## src/hw/rtl/sbct_pkg.sv

```systemverilog
`timescale 1ns / 1ps
package sbct_pkg;

    localparam int STACK_DEPTH_DEF = 6;
    localparam int FRAC_BITS_DEF   = 16;

    localparam int IN_W       = 192;
    localparam int OUT_W      = 120;
    localparam int CFG_IDX_W  = 3;
    localparam int CFG_DATA_W = 31;
    localparam int EXT_W      = 31;
    localparam int EPS_W      = 16;

    localparam logic [CFG_IDX_W-1:0] REG_HALF_X = 3'd0;
    localparam logic [CFG_IDX_W-1:0] REG_HALF_Y = 3'd1;
    localparam logic [CFG_IDX_W-1:0] REG_HALF_Z = 3'd2;
    localparam logic [CFG_IDX_W-1:0] REG_EPS    = 3'd3;

    localparam logic [EXT_W-1:0] HALF_RESET = 31'd65536;
    localparam logic [EPS_W-1:0] EPS_RESET  = 16'd64;
    localparam logic [16:0]      FRAC_UNITY = 17'h10000;

    typedef enum logic [2:0] {
        NODE_PX, NODE_PY, NODE_PZ, NODE_NX, NODE_NY, NODE_NZ, NODE_EMPTY, NODE_SOLID
    } node_t;

    typedef enum logic [3:0] {
        ST_IDLE, ST_NODE, ST_CLASS, ST_PREP, ST_DIV, ST_PUSH, ST_MUL, ST_ADD, ST_FINISH
    } state_t;

    typedef struct packed {
        logic       load;
        logic       eval;
        logic       set_empty;
        logic       set_back;
        logic       prep;
        logic       div_init;
        logic       div_step;
        logic       push;
        logic       mul;
        logic       add;
        logic       split_next;
        logic       pop;
        logic       out_load;
        logic [1:0] lane;
    } cmd_t;

    typedef struct packed {
        logic node_plane;
        logic node_empty;
        logic depth_nz;
        logic both_front;
        logic both_back;
        logic div_done;
        logic out_free;
    } sts_t;

    function automatic node_t back_child(node_t n);
        return (n == NODE_NZ) ? NODE_SOLID : node_t'(n + 3'd1);
    endfunction

endpackage

```

## src/hw/rtl/sbct_ctrl.sv

```systemverilog
`timescale 1ns / 1ps
module sbct_ctrl (
    input  logic              aclk,
    input  logic              aresetn,
    input  logic              s_tvalid,
    output logic              s_tready,
    input  sbct_pkg::sts_t    sts,
    output sbct_pkg::cmd_t    cmd
);

    sbct_pkg::state_t state_reg, state_next;
    logic [1:0]       lane_reg, lane_next;

    always_ff @(posedge aclk) begin
        if (!aresetn) begin
            state_reg <= sbct_pkg::ST_IDLE;
            lane_reg  <= 2'd0;
        end else begin
            state_reg <= state_next;
            lane_reg  <= lane_next;
        end
    end

    always_comb begin
        state_next = state_reg;
        lane_next  = lane_reg;
        case (state_reg)
            sbct_pkg::ST_IDLE: begin
                if (s_tvalid) state_next = sbct_pkg::ST_NODE;
            end
            sbct_pkg::ST_NODE: begin
                if (sts.node_plane) state_next = sbct_pkg::ST_CLASS;
                else if (!(sts.node_empty && sts.depth_nz)) state_next = sbct_pkg::ST_FINISH;
            end
            sbct_pkg::ST_CLASS: begin
                if (sts.both_front || sts.both_back) state_next = sbct_pkg::ST_NODE;
                else state_next = sbct_pkg::ST_PREP;
            end
            sbct_pkg::ST_PREP: state_next = sbct_pkg::ST_DIV;
            sbct_pkg::ST_DIV: begin
                if (sts.div_done) state_next = sbct_pkg::ST_PUSH;
            end
            sbct_pkg::ST_PUSH: begin
                state_next = sbct_pkg::ST_MUL;
                lane_next  = 2'd0;
            end
            sbct_pkg::ST_MUL: state_next = sbct_pkg::ST_ADD;
            sbct_pkg::ST_ADD: begin
                if (lane_reg == 2'd3) begin
                    state_next = sbct_pkg::ST_NODE;
                end else begin
                    state_next = sbct_pkg::ST_MUL;
                    lane_next  = lane_reg + 2'd1;
                end
            end
            sbct_pkg::ST_FINISH: begin
                if (sts.out_free) state_next = sbct_pkg::ST_IDLE;
            end
            default: state_next = sbct_pkg::ST_IDLE;
        endcase
    end

    always_comb begin
        cmd      = '0;
        cmd.lane = lane_reg;
        s_tready = 1'b0;
        case (state_reg)
            sbct_pkg::ST_IDLE: begin
                s_tready = 1'b1;
                cmd.load = s_tvalid;
            end
            sbct_pkg::ST_NODE: begin
                cmd.eval = sts.node_plane;
                cmd.pop  = !sts.node_plane && sts.node_empty && sts.depth_nz;
            end
            sbct_pkg::ST_CLASS: begin
                cmd.set_empty = sts.both_front;
                cmd.set_back  = sts.both_back;
                cmd.prep      = !sts.both_front && !sts.both_back;
            end
            sbct_pkg::ST_PREP: cmd.div_init = 1'b1;
            sbct_pkg::ST_DIV:  cmd.div_step = !sts.div_done;
            sbct_pkg::ST_PUSH: cmd.push = 1'b1;
            sbct_pkg::ST_MUL:  cmd.mul = 1'b1;
            sbct_pkg::ST_ADD: begin
                cmd.add        = 1'b1;
                cmd.split_next = (lane_reg == 2'd3);
            end
            sbct_pkg::ST_FINISH: cmd.out_load = sts.out_free;
            default: cmd = '0;
        endcase
    end

endmodule

```

## src/hw/rtl/sbct_dp.sv

```systemverilog
`timescale 1ns / 1ps
module sbct_dp #(
    parameter int STACK_DEPTH = sbct_pkg::STACK_DEPTH_DEF,
    parameter int FRAC_BITS   = sbct_pkg::FRAC_BITS_DEF
) (
    input  logic                              aclk,
    input  logic                              aresetn,
    input  logic                              cfg_wr_en,
    input  logic [sbct_pkg::CFG_IDX_W-1:0]    cfg_index,
    input  logic [sbct_pkg::CFG_DATA_W-1:0]   cfg_wr_data,
    input  logic [sbct_pkg::IN_W-1:0]         s_tdata,
    output logic                              m_tvalid,
    input  logic                              m_tready,
    output logic [sbct_pkg::OUT_W-1:0]        m_tdata,
    output logic                              m_tuser,
    input  sbct_pkg::cmd_t                    cmd,
    output sbct_pkg::sts_t                    sts
);

    localparam int FW      = FRAC_BITS + 1;
    localparam int DW      = 36;
    localparam int MW      = 34;
    localparam int PW      = MW + FW;
    localparam int DEPTH_W = $clog2(STACK_DEPTH + 1);
    localparam int IDX_W   = $clog2(STACK_DEPTH);
    localparam int CNT_W   = $clog2(FRAC_BITS + 1);
    localparam int SH_R    = (FRAC_BITS >= 16) ? FRAC_BITS - 16 : 0;
    localparam int SH_L    = (FRAC_BITS < 16) ? 16 - FRAC_BITS : 0;
    localparam logic [FW-1:0] F_ONE = FW'(1) << FRAC_BITS;

    // configuration
    logic [sbct_pkg::EXT_W-1:0] hx_reg, hy_reg, hz_reg;
    logic [sbct_pkg::EPS_W-1:0] eps_reg;

    // walk state
    logic signed [31:0] p1_reg [3];
    logic signed [31:0] p2_reg [3];
    logic signed [31:0] goal_reg [3];
    logic [FW-1:0]      fs_reg, fg_reg, f_reg;
    sbct_pkg::node_t    node_reg;
    logic [DEPTH_W-1:0] depth_reg;

    logic [FW-1:0]      stk_frac_reg [STACK_DEPTH];
    logic signed [31:0] stk_pt_reg   [STACK_DEPTH][3];
    sbct_pkg::node_t    stk_node_reg [STACK_DEPTH];
    logic               stk_rear_reg [STACK_DEPTH];

    logic signed [DW-1:0] d1_reg, d2_reg, num_reg, den_reg;
    logic [DW-1:0]        ad_reg, rem_reg;
    logic [FRAC_BITS-1:0] q_reg;
    logic [CNT_W-1:0]     cnt_reg;
    logic                 zero_reg, sat_reg;
    logic [PW-1:0]        prod_reg;
    logic                 neg_reg;

    logic                 m_tvalid_reg;
    logic                 hit_reg;
    logic signed [31:0]   end_reg [3];
    logic [16:0]          efrac_reg;

    // plane distances of the current node
    logic signed [31:0]   p1a, p2a;
    logic [sbct_pkg::EXT_W-1:0] h_sel;
    logic                 side_neg;
    logic signed [DW-1:0] p1e, p2e, he, d1_c, d2_c;

    always_comb begin
        p1a      = p1_reg[0];
        p2a      = p2_reg[0];
        h_sel    = hx_reg;
        side_neg = 1'b0;
        case (node_reg)
            sbct_pkg::NODE_PX, sbct_pkg::NODE_NX: begin
                p1a = p1_reg[0]; p2a = p2_reg[0]; h_sel = hx_reg;
            end
            sbct_pkg::NODE_PY, sbct_pkg::NODE_NY: begin
                p1a = p1_reg[1]; p2a = p2_reg[1]; h_sel = hy_reg;
            end
            sbct_pkg::NODE_PZ, sbct_pkg::NODE_NZ: begin
                p1a = p1_reg[2]; p2a = p2_reg[2]; h_sel = hz_reg;
            end
            default: begin
                p1a = p1_reg[0]; p2a = p2_reg[0]; h_sel = hx_reg;
            end
        endcase
        case (node_reg)
            sbct_pkg::NODE_NX, sbct_pkg::NODE_NY, sbct_pkg::NODE_NZ: side_neg = 1'b1;
            default: side_neg = 1'b0;
        endcase
        p1e  = DW'(p1a);
        p2e  = DW'(p2a);
        he   = $signed(DW'(h_sel));
        d1_c = (side_neg ? -p1e : p1e) - he;
        d2_c = (side_neg ? -p2e : p2e) - he;
    end

    // divider step and final fraction
    logic [DW-1:0]        rem2;
    logic                 ge;
    logic [FW-1:0]        f_final;
    logic signed [DW-1:0] eps_e;
    logic [DW-1:0]        an_c, ad_c;

    assign eps_e   = $signed(DW'(eps_reg));
    assign rem2    = {rem_reg[DW-2:0], 1'b0};
    assign ge      = (rem2 >= ad_reg);
    assign f_final = zero_reg ? '0 : (sat_reg ? F_ONE : {1'b0, q_reg});
    assign an_c    = num_reg[DW-1] ? $unsigned(-num_reg) : $unsigned(num_reg);
    assign ad_c    = den_reg[DW-1] ? $unsigned(-den_reg) : $unsigned(den_reg);

    // interpolation lane
    logic signed [MW-1:0] diff_c, base_c, sc_c, sum_c;
    logic [MW-1:0]        mag_c;

    always_comb begin
        case (cmd.lane)
            2'd0: begin
                diff_c = MW'(p2_reg[0]) - MW'(p1_reg[0]);
                base_c = MW'(p1_reg[0]);
            end
            2'd1: begin
                diff_c = MW'(p2_reg[1]) - MW'(p1_reg[1]);
                base_c = MW'(p1_reg[1]);
            end
            2'd2: begin
                diff_c = MW'(p2_reg[2]) - MW'(p1_reg[2]);
                base_c = MW'(p1_reg[2]);
            end
            default: begin
                diff_c = $signed(MW'(fg_reg)) - $signed(MW'(fs_reg));
                base_c = $signed(MW'(fs_reg));
            end
        endcase
        mag_c = diff_c[MW-1] ? $unsigned(-diff_c) : $unsigned(diff_c);
        sc_c  = $signed(MW'(prod_reg >> FRAC_BITS));
        sum_c = base_c + (neg_reg ? -sc_c : sc_c);
    end

    // stack top
    logic [DEPTH_W-1:0] depth_m1;
    logic [IDX_W-1:0]   top, wr_at;
    assign depth_m1 = depth_reg - 1'b1;
    assign top      = depth_m1[IDX_W-1:0];
    assign wr_at    = depth_reg[IDX_W-1:0];

    logic stack_room;
    assign stack_room = (depth_reg < DEPTH_W'(STACK_DEPTH));

    // output fraction rescale
    logic [FW+SH_L-1:0] fs_wide;
    assign fs_wide = (FW + SH_L)'(fs_reg) << SH_L;

    always_ff @(posedge aclk) begin
        if (!aresetn) begin
            hx_reg  <= sbct_pkg::HALF_RESET;
            hy_reg  <= sbct_pkg::HALF_RESET;
            hz_reg  <= sbct_pkg::HALF_RESET;
            eps_reg <= sbct_pkg::EPS_RESET;
        end else if (cfg_wr_en) begin
            case (cfg_index)
                sbct_pkg::REG_HALF_X: hx_reg  <= cfg_wr_data;
                sbct_pkg::REG_HALF_Y: hy_reg  <= cfg_wr_data;
                sbct_pkg::REG_HALF_Z: hz_reg  <= cfg_wr_data;
                sbct_pkg::REG_EPS:    eps_reg <= cfg_wr_data[sbct_pkg::EPS_W-1:0];
                default: ;
            endcase
        end
    end

    always_ff @(posedge aclk) begin
        if (!aresetn) begin
            node_reg     <= sbct_pkg::NODE_EMPTY;
            depth_reg    <= '0;
            m_tvalid_reg <= 1'b0;
        end else begin
            if (cmd.load) begin
                node_reg  <= sbct_pkg::NODE_PX;
                depth_reg <= '0;
            end
            if (cmd.set_empty) node_reg <= sbct_pkg::NODE_EMPTY;
            if (cmd.set_back)  node_reg <= sbct_pkg::back_child(node_reg);
            if (cmd.push && stack_room) depth_reg <= depth_reg + 1'b1;
            if (cmd.split_next)
                node_reg <= d1_reg[DW-1] ? sbct_pkg::back_child(node_reg)
                                         : sbct_pkg::NODE_EMPTY;
            if (cmd.pop) begin
                depth_reg <= depth_m1;
                node_reg  <= stk_rear_reg[top] ? sbct_pkg::back_child(stk_node_reg[top])
                                               : sbct_pkg::NODE_EMPTY;
            end
            if (cmd.out_load) m_tvalid_reg <= 1'b1;
            else if (m_tready) m_tvalid_reg <= 1'b0;
        end
    end

    always_ff @(posedge aclk) begin
        if (cmd.load) begin
            for (int i = 0; i < 3; i++) begin
                p1_reg[i]   <= s_tdata[32*i +: 32];
                p2_reg[i]   <= s_tdata[96 + 32*i +: 32];
                goal_reg[i] <= s_tdata[96 + 32*i +: 32];
            end
            fs_reg <= '0;
            fg_reg <= F_ONE;
        end
        if (cmd.eval) begin
            d1_reg <= d1_c;
            d2_reg <= d2_c;
        end
        if (cmd.prep) begin
            num_reg <= d1_reg[DW-1] ? d1_reg + eps_e : d1_reg - eps_e;
            den_reg <= d1_reg - d2_reg;
        end
        if (cmd.div_init) begin
            ad_reg   <= ad_c;
            rem_reg  <= an_c;
            q_reg    <= '0;
            zero_reg <= (num_reg == '0) || (num_reg[DW-1] != den_reg[DW-1]);
            sat_reg  <= (an_c >= ad_c);
            // a fixed result needs no iterations
            if ((num_reg == '0) || (num_reg[DW-1] != den_reg[DW-1]) || (an_c >= ad_c))
                cnt_reg <= CNT_W'(FRAC_BITS);
            else
                cnt_reg <= '0;
        end
        if (cmd.div_step) begin
            rem_reg <= ge ? rem2 - ad_reg : rem2;
            q_reg   <= {q_reg[FRAC_BITS-2:0], ge};
            cnt_reg <= cnt_reg + 1'b1;
        end
        if (cmd.push) begin
            f_reg <= f_final;
            if (stack_room) begin
                stk_frac_reg[wr_at] <= fg_reg;
                for (int i = 0; i < 3; i++) stk_pt_reg[wr_at][i] <= p2_reg[i];
                stk_node_reg[wr_at] <= node_reg;
                stk_rear_reg[wr_at] <= !d1_reg[DW-1];
            end
        end
        if (cmd.mul) begin
            prod_reg <= PW'(mag_c) * PW'(f_reg);
            neg_reg  <= diff_c[MW-1];
        end
        if (cmd.add) begin
            case (cmd.lane)
                2'd0:    p2_reg[0] <= sum_c[31:0];
                2'd1:    p2_reg[1] <= sum_c[31:0];
                2'd2:    p2_reg[2] <= sum_c[31:0];
                default: fg_reg    <= sum_c[FW-1:0];
            endcase
        end
        if (cmd.pop) begin
            fs_reg <= fg_reg;
            fg_reg <= stk_frac_reg[top];
            for (int i = 0; i < 3; i++) begin
                p1_reg[i] <= p2_reg[i];
                p2_reg[i] <= stk_pt_reg[top][i];
            end
        end
        if (cmd.out_load) begin
            hit_reg <= (node_reg == sbct_pkg::NODE_SOLID);
            for (int i = 0; i < 3; i++)
                end_reg[i] <= (node_reg == sbct_pkg::NODE_SOLID) ? p1_reg[i] : goal_reg[i];
            efrac_reg <= (node_reg == sbct_pkg::NODE_SOLID) ? 17'(fs_wide >> SH_R)
                                                             : sbct_pkg::FRAC_UNITY;
        end
    end

    assign m_tvalid = m_tvalid_reg;
    assign m_tuser  = hit_reg;
    assign m_tdata  = {7'd0, efrac_reg, end_reg[2], end_reg[1], end_reg[0]};

    assign sts.node_plane = (node_reg != sbct_pkg::NODE_EMPTY) &&
                            (node_reg != sbct_pkg::NODE_SOLID);
    assign sts.node_empty = (node_reg == sbct_pkg::NODE_EMPTY);
    assign sts.depth_nz   = (depth_reg != '0);
    assign sts.both_front = !d1_reg[DW-1] && !d2_reg[DW-1];
    assign sts.both_back  = d1_reg[DW-1] && d2_reg[DW-1];
    assign sts.div_done   = (cnt_reg == CNT_W'(FRAC_BITS));
    assign sts.out_free   = !m_tvalid_reg || m_tready;

endmodule

```

## src/hw/rtl/segment_box_clip_trace.sv

```systemverilog
`timescale 1ns / 1ps
// segment against origin-centered box trace, Q16.16 fixed point
// input beats on s_*: one segment (start and goal) per beat
// result beats on m_*: hit flag in m_tuser, end point and end fraction in m_tdata
// box half sizes and split epsilon are written through cfg_wr_en / cfg_index /
// cfg_wr_data while the block is idle; the values stick until the next write
// one segment is worked on at a time; s_tready is high only when idle
// per plane visit the node is evaluated and classified; a piece that is split
// also runs the divider (one quotient bit per cycle), pushes onto the stack while
// there is room, then one shared multiplier does four interpolations; an empty
// node pops the stack while it is not empty; a clipped or saturated split skips
// the divider loop; m_tvalid rises in the same cycle as s_tready goes high again
// for the next segment
// reset restores the default box (half size 1.0) and epsilon, drops any work
// in flight and clears m_tvalid
// the result sits in an output register: a new segment is accepted while it
// waits, and only the final step of the next segment stalls on m_tready
module segment_box_clip_trace #(
    parameter int STACK_DEPTH = sbct_pkg::STACK_DEPTH_DEF,
    parameter int FRAC_BITS   = sbct_pkg::FRAC_BITS_DEF
) (
    input  logic                              aclk,
    input  logic                              aresetn,
    input  logic                              cfg_wr_en,
    input  logic [sbct_pkg::CFG_IDX_W-1:0]    cfg_index,
    input  logic [sbct_pkg::CFG_DATA_W-1:0]   cfg_wr_data,
    input  logic                              s_tvalid,
    output logic                              s_tready,
    // start_x, start_y, start_z, goal_x, goal_y, goal_z
    input  logic [sbct_pkg::IN_W-1:0]         s_tdata,
    output logic                              m_tvalid,
    input  logic                              m_tready,
    // end_x, end_y, end_z, end_fraction, zero fill
    output logic [sbct_pkg::OUT_W-1:0]        m_tdata,
    // hit
    output logic                              m_tuser
);

    sbct_pkg::cmd_t cmd;
    sbct_pkg::sts_t sts;

    sbct_ctrl u_ctrl (
        .aclk     (aclk),
        .aresetn  (aresetn),
        .s_tvalid (s_tvalid),
        .s_tready (s_tready),
        .sts      (sts),
        .cmd      (cmd)
    );

    sbct_dp #(
        .STACK_DEPTH (STACK_DEPTH),
        .FRAC_BITS   (FRAC_BITS)
    ) u_dp (
        .aclk        (aclk),
        .aresetn     (aresetn),
        .cfg_wr_en   (cfg_wr_en),
        .cfg_index   (cfg_index),
        .cfg_wr_data (cfg_wr_data),
        .s_tdata     (s_tdata),
        .m_tvalid    (m_tvalid),
        .m_tready    (m_tready),
        .m_tdata     (m_tdata),
        .m_tuser     (m_tuser),
        .cmd         (cmd),
        .sts         (sts)
    );

endmodule

```

## config.mk

```make
export PLATFORM = sky130hd
export DESIGN_NAME = segment_box_clip_trace
export DESIGN_NICKNAME = d
export VERILOG_FILES = /design/src/hw/rtl/sbct_pkg.sv /design/src/hw/rtl/sbct_ctrl.sv /design/src/hw/rtl/sbct_dp.sv /design/src/hw/rtl/segment_box_clip_trace.sv
export SDC_FILE = /design/constraint.sdc
export NUM_CORES = 2
export LEC_CHECK = 0
export BUFFER_PORTS_ARGS = -buffer_cell sky130_fd_sc_hd__buf_4
export CAP_MARGIN = 10
export CORE_MARGIN = 2
export CORE_UTILIZATION = 60
export DETAILED_ROUTE_END_ITERATION = 8
export PLACE_DENSITY = 0.81
export SLEW_MARGIN = 20
export SYNTH_ARGS = -nofsm -noshare
export SYNTH_HDL_FRONTEND = slang
export SYNTH_SLANG_ARGS = --single-unit
```

## constraint.sdc

```tcl
create_clock -name aclk -period 30.1 [get_ports aclk]
set_input_delay 7.525 -clock aclk [delete_from_list [all_inputs] [get_ports aclk]]
set_output_delay 7.525 -clock aclk [all_outputs]
set_load 0.03 [all_outputs]
```

# Word level (Yosys, flattened, before mapping)
# Memories as Yosys holds them, arrays and structs flattened.
# Cells that the tools add are included.
# word_totals
mem_count,8
in_bits,231
ram_bits,1086
output_inout_bits,123
elab_cells,237
register_bits,478
# op_classes
eq_ne,31
magnitude_cmp,3
mux,93
n_reduce_logical,42
bitwise,9
addsub,23
mul,1
# memory_table
memory,depth,width,read_ports,rd_ports_with_merged_regs,wr,line_no,source
u_dp.stk_pt_reg,6,96,1,0,1,sbct_dp.sv:44,logic signed [31:0] stk_pt_reg [STACK_DEPTH][3];
u_dp.stk_frac_reg,6,17,1,0,1,sbct_dp.sv:43,logic [FW-1:0] stk_frac_reg [STACK_DEPTH];
u_dp.end_reg,3,32,3,0,3,sbct_dp.sv:58,logic signed [31:0] end_reg [3];
u_dp.goal_reg,3,32,3,0,3,sbct_dp.sv:38,logic signed [31:0] goal_reg [3];
u_dp.p1_reg,3,32,3,0,3,sbct_dp.sv:36,logic signed [31:0] p1_reg [3];
u_dp.p2_reg,3,32,3,0,3,sbct_dp.sv:37,logic signed [31:0] p2_reg [3];
2 more memories,--,--,--,--,--,--,
# op_table
op,n
2-to-1 mux 32 bit,13
2-to-1 mux 36 bit,5
one-hot mux 32 bit (2 select lines),2
2-to-1 mux 17 bit,7
2-to-1 mux 35 bit,3
one-hot mux 34 bit (3 select lines),1
subtractor 32 x 32 -> 33 bit,3
one-hot mux 32 bit (3 select lines),1
>= comparator 36 bit,2
negation 32 -> 36 bit,2
negation 36 bit,2
subtractor 36 x 32 -> 36 bit,2
one-hot mux 31 bit (2 select lines),1
multiplier 34 x 17 -> 48 bit,1
2-to-1 mux 3 bit,13
adder 36 x 17 -> 36 bit,1
logical NOT 36 bit,1
one-hot mux 4 bit (9 select lines),1
subtractor 36 x 17 -> 36 bit,1
subtractor 36 bit,1
subtractor 35 bit,1
2-to-1 mux 34 bit,1
negation 34 bit,1
adder 32 bit,1
43 further kinds,135

# Depth between registers and ports, before layout
# logic_depth
depth_word,9
depth_mapped,45

# Cells and area by module
# A second synthesis with hierarchy kept.
# unflattened
hier_cells,8952
area_unflattened_um2,100402.5
# modules_own_cells
module,area_per_inst_um2,cells_per_inst,n_inst,seq_area_each_um2
sbct_dp,99889.6,8891,1,44973.1
sbct_ctrl,513.0,61,1,120.1

# Worst setup path before layout
# OpenSTA, ideal clock, no wires.
# synth_path
path_kind,flip-flop to flip-flop
startpoint,reg u_dp.depth_reg[0]
endpoint,"mem u_dp.stk_frac_reg[1][0] (netlist bit), enable pin"
synth_period_minus_slack_ns,13.907
required_ns,29.220
path_buffers,4
path_stages_with_launch,7
arrival_time_ns,13.027
slack_ns,16.193
cell_sequence,dfxtp_1 > clkbuf_1 > buf_1 > buf_2 > clkbuf_1 > inv_1 > nor4_1
# synth_between
elab_chain_len,4
# synth_rtl
element,line_no,source
from (decl),sbct_dp.sv:41,logic [DEPTH_W-1:0] depth_reg;
from (signal assigned),sbct_dp.sv:182,if (cmd.push && stack_room) depth_reg <= depth_reg + 1'b1;
from (signal assigned),sbct_dp.sv:187,depth_reg <= depth_m1;
< comparator 3 bit,sbct_dp.sv:147,assign stack_room = (depth_reg < DEPTH_W'(STACK_DEPTH));
2-to-1 mux 1 bit,sbct_dp.sv:233,if (stack_room) begin
2-to-1 mux 1 bit,sbct_dp.sv:231,if (cmd.push) begin
2-to-1 mux 1 bit (implied by the code),sbct_dp.sv:234,stk_frac_reg[wr_at] <= fg_reg;
to (decl),sbct_dp.sv:43,
# Parallel ways exist; a longest one is shown, timed or not.

# Worst setup path in the final report
# layout_path
startpoint,reg u_ctrl.state_reg[0]
endpoint,"reg u_dp.prod_reg[47], data pin"
# layout_between
elab_chain_len,8
word_cells_on_any_way,18
classes_between,add/sub (1); mul (1); eq/ne (10); mux (3); reduce/logical (3)
# layout_rtl
element,line_no,source
from (decl),sbct_ctrl.sv:11,"sbct_pkg::state_t state_reg, state_next;"
from (signal assigned),sbct_ctrl.sv:16,state_reg <= sbct_pkg::ST_IDLE;
from (signal assigned),sbct_ctrl.sv:19,state_reg <= state_next;
"== test 4 x 1 -> 1 bit, or another cell as far along",sbct_ctrl.sv:67,case (state_reg)
OR reduction 9 bit (no line) *,--,
2-to-1 mux 2 bit *,sbct_ctrl.sv:67,
"== test 2 bit, or another cell as far along",sbct_dp.sv:116,case (cmd.lane)
one-hot mux 34 bit (3 select lines) *,sbct_dp.sv:116,
negation 34 bit,sbct_dp.sv:134,mag_c = diff_c[MW-1] ? $unsigned(-diff_c) : $unsigned(diff_c);
2-to-1 mux 34 bit *,sbct_dp.sv:134,
multiplier 34 x 17 -> 48 bit *,sbct_dp.sv:241,prod_reg <= PW'(mag_c) * PW'(f_reg);
to (signal assigned),sbct_dp.sv:241,
to (decl),sbct_dp.sv:53,logic [PW-1:0] prod_reg;
# Mark *: on every way between the ends. The rest lies on a longest branch, timed or not.
# A chain may end at the register's enable or synchronous reset.

==> key figures <==
Synth
  – Post-synthesis async set-or-reset flop share: 0
  – Mapped Area: 98900 um2
  – Post-Syn Area per Cell: about 11 um2
  – FF+latch count, synth: 1548
  – Sequential share of the synthesized area: 0.456
  – Synth unique cells: 106
  – Post-synth top flop: edfxtp_1
  – Post-synth EDFFs: 1409
  – Mapped Cells: 9096
  – Ys Warns: 0

Worst setup path
  – Worst EP arrival: 13.82 ns
  – Reg2reg end: u_dp.prod_reg[47]
  – Critical path type: flip-flop to flip-flop
  – Worst R2R Setup Slack: roughly 17 ns
  – Req. time, crit path: 30.71 ns
  – Max incr delay on CP: roughly 1.0 ns
  – Reg2Reg Launch Point: u_ctrl.state_reg[0]
  – Reg2Reg Depth: 36
  – CP max FO: 17
  – Cell mode on critical path: fa_1
  – Startpoint types: flip-flop
  – Critical path capture point type: flip-flop
  – Slowest-stage cell, CP: o311ai_0
  – Crit path launch: u_ctrl.state_reg[0]

Die
  – Die Area: 168000 um2
  – Chip height: slightly above 400 um
  – Initial cell density of the core: 0.606
  – Std-Cell Rows: 148
  – Core Area: 163000 um2
  – Ports: 354
  – Die Wd: 410 um

Clocking
  – CTS tree: yes
  – CTS clk-pin slew, worst paths: around 0.060 ns
  – Postcts setup bufs: 0
  – CTS max path bufs: 3
  – Root Driver: clkbuf_16
  – Skew-Pair Late Insertion Delay: between 0.8 and 0.9 ns
  – H-tree depth: 4
  – CTS Buf Count: 156
  – Sink Count: 1548
  – Hold buffer count at CTS: 0
  – PostCTS Resize Cnt: 0

Timing
  – Sum of negative setup slack: 0 ns
  – Worst slew margin: 0.136
  – Pins over their slew limit: 0
  – Slew @ Worst Pin: 1.28 ns
  – Skew final: between 0.06 and 0.07 ns
  – Fin crit share: 0.439
  – Unrepaired setup endpoints after global routing: false
  – Min Tclk post-route: 13.22 ns
  – Fmax: 0.0757 GHz
  – Setup violations, final: 0
  – Final number of hold-violating endpoints: 0

Min path
  – Hold Crit Depth: 2
  – Critical hold path startpoint: u_dp.hx_reg[17]
  – Hold Path Class: flip-flop to flip-flop
  – Hold Path End: u_dp.hx_reg[17]

Finish
  – Synth-to-Final Area Change: 11.0%
  – Most frequent cells in the layout: edfxtp_1 (1409), nand2_1 (1296), inv_1 (879)
  – Layout cell share with drive strength beyond 1: 0.116
  – Commonest non-fill, non-tap cell in the layout: edfxtp_1
  – Final cell count without fillers: approximately 12000
  – Layout Nets: 10600
  – Max reg flops: roughly 580
  – Layout fillers: 11800

Route
  – Initial DRC Count: 10000
  – Wirelength per Cell: 27.7 um
  – TritonRoute pass-1 iters: 9
  – Vias: 75800
  – WL final: 324000 um
  – Antenna-violating nets left: 0
  – Vias/cell: between 6 and 7
  – Post-route DRC: 6

GRT
  – Initial antenna violation count: 18
  – Number of global-route vias before repair: 74400
  – GRT Resource Usage Total: 0.382
  – Largest net degree at the start of global routing: 103
  – First-pass GRT wire length: 475000 um
  – GRT overflow: 0

Flow run
  – # Max-Cap Violations: 0

Placement
  – GPL Wtd Cong: 1.03
  – DP HPWL: 235000 um
  – Port Buffers: ~350
  – Placed cells: approximately 11000

Outcome
  – Status: complete, but fails checks
  – Failing checks: DRC
worst max-delay path: cells and delay by family, from the launching register on:
family	cells	cell delay (ns)
flops	1	0.45
compound gates	14	5.06
xor+xnor	2	1.27
fa+ha+maj	7	3.37
buf+inv	3	0.16
simple gates	10	2.63
cell type report:
class                   instances  area, um2  area share
repair buffers                502       3790      0.0345
diodes                          6       15.0    0.000137
clock inverters                94       1280      0.0117
well taps                    2175       2720      0.0248
clock buffers                 198       4230      0.0385
multi-input cells            6268      49300       0.449
inverters                     883       3320      0.0302
flip-flops and latches       1548      45100       0.411
cell usage after synthesis (all sizes together) (73+ instances only):
library cell  instances  area share
clkbuf              347       0.013
fa                  485       0.098
o21ai               394       0.020
a21oi               650       0.033
mux2i               156       0.016
inv                 883       0.034
nand3                88      0.0045
nand2b               84      0.0053
dfxtp               139       0.028
o211ai               73      0.0055
a21o                146       0.011
nor3                 89      0.0046
xor2                144       0.013
nor2                407       0.015
and2                279       0.018
xnor2               313       0.028
edfxtp             1409        0.43
mux2                101       0.012
mux4                117       0.027
ha                  477       0.060
nand2              1300       0.049
kinds of logic (layout without fill, tap and decap cells):
logic type,count (synthesis),in the layout,share of synthesized area
other,2,27,0.0000759
and+or+nand+nor,2557,2557,0.118
muxes,374,374,0.0539
xor gates and xnor gates,458,458,0.0409
adders and majority gates,962,962,0.159
buffers and inverters,1299,1677,0.0499
DFF,1548,1548,0.456
AOI/OAI and AO/OA,1896,1896,0.122
worst max path at each step:
stage,endpoint,slack [ns],cells past startpoint
final,u_dp.prod_reg[47],16.88,36
after global routing,u_dp.prod_reg[47],16.41,40
after CTS,u_dp.prod_reg[47],17.19,40
after detailed placement,u_dp.prod_reg[47],17.19,40
after global placement,u_dp.prod_reg[47],17.44,40
after floorplan,u_dp.stk_frac_reg[1][0],16.19,6
stage by stage:
step                utilization  hold slack (ns)  cell area (um2)  worst slack [ns]
finish                    0.673            0.454           110000             16.88
global route              0.673            0.471           110000             16.41
floorplan                     -            0.436            99000             16.19
detailed placement        0.639            0.446           104000             17.19
CTS                       0.673            0.454           110000             17.19
global placement          0.639            0.441           104000             17.44
per-layer routing:
metal / part of all wire / wire length (um) / global-route usage / up-vias
met5: 0.00023 / 76 / 0 / -
met4: 0.064 / 20700 / 0.207 / 12
met3: 0.12 / 39700 / 0.100 / 946
met2: 0.44 / 144000 / 0.582 / 5063
met1: 0.37 / 119000 / 0.503 / 37200
li1: - / - / - / 32600
Power is left out: the tool's default activity adds up to more than one toggle a clock period on the data nets, which glitch-free logic cannot reach.
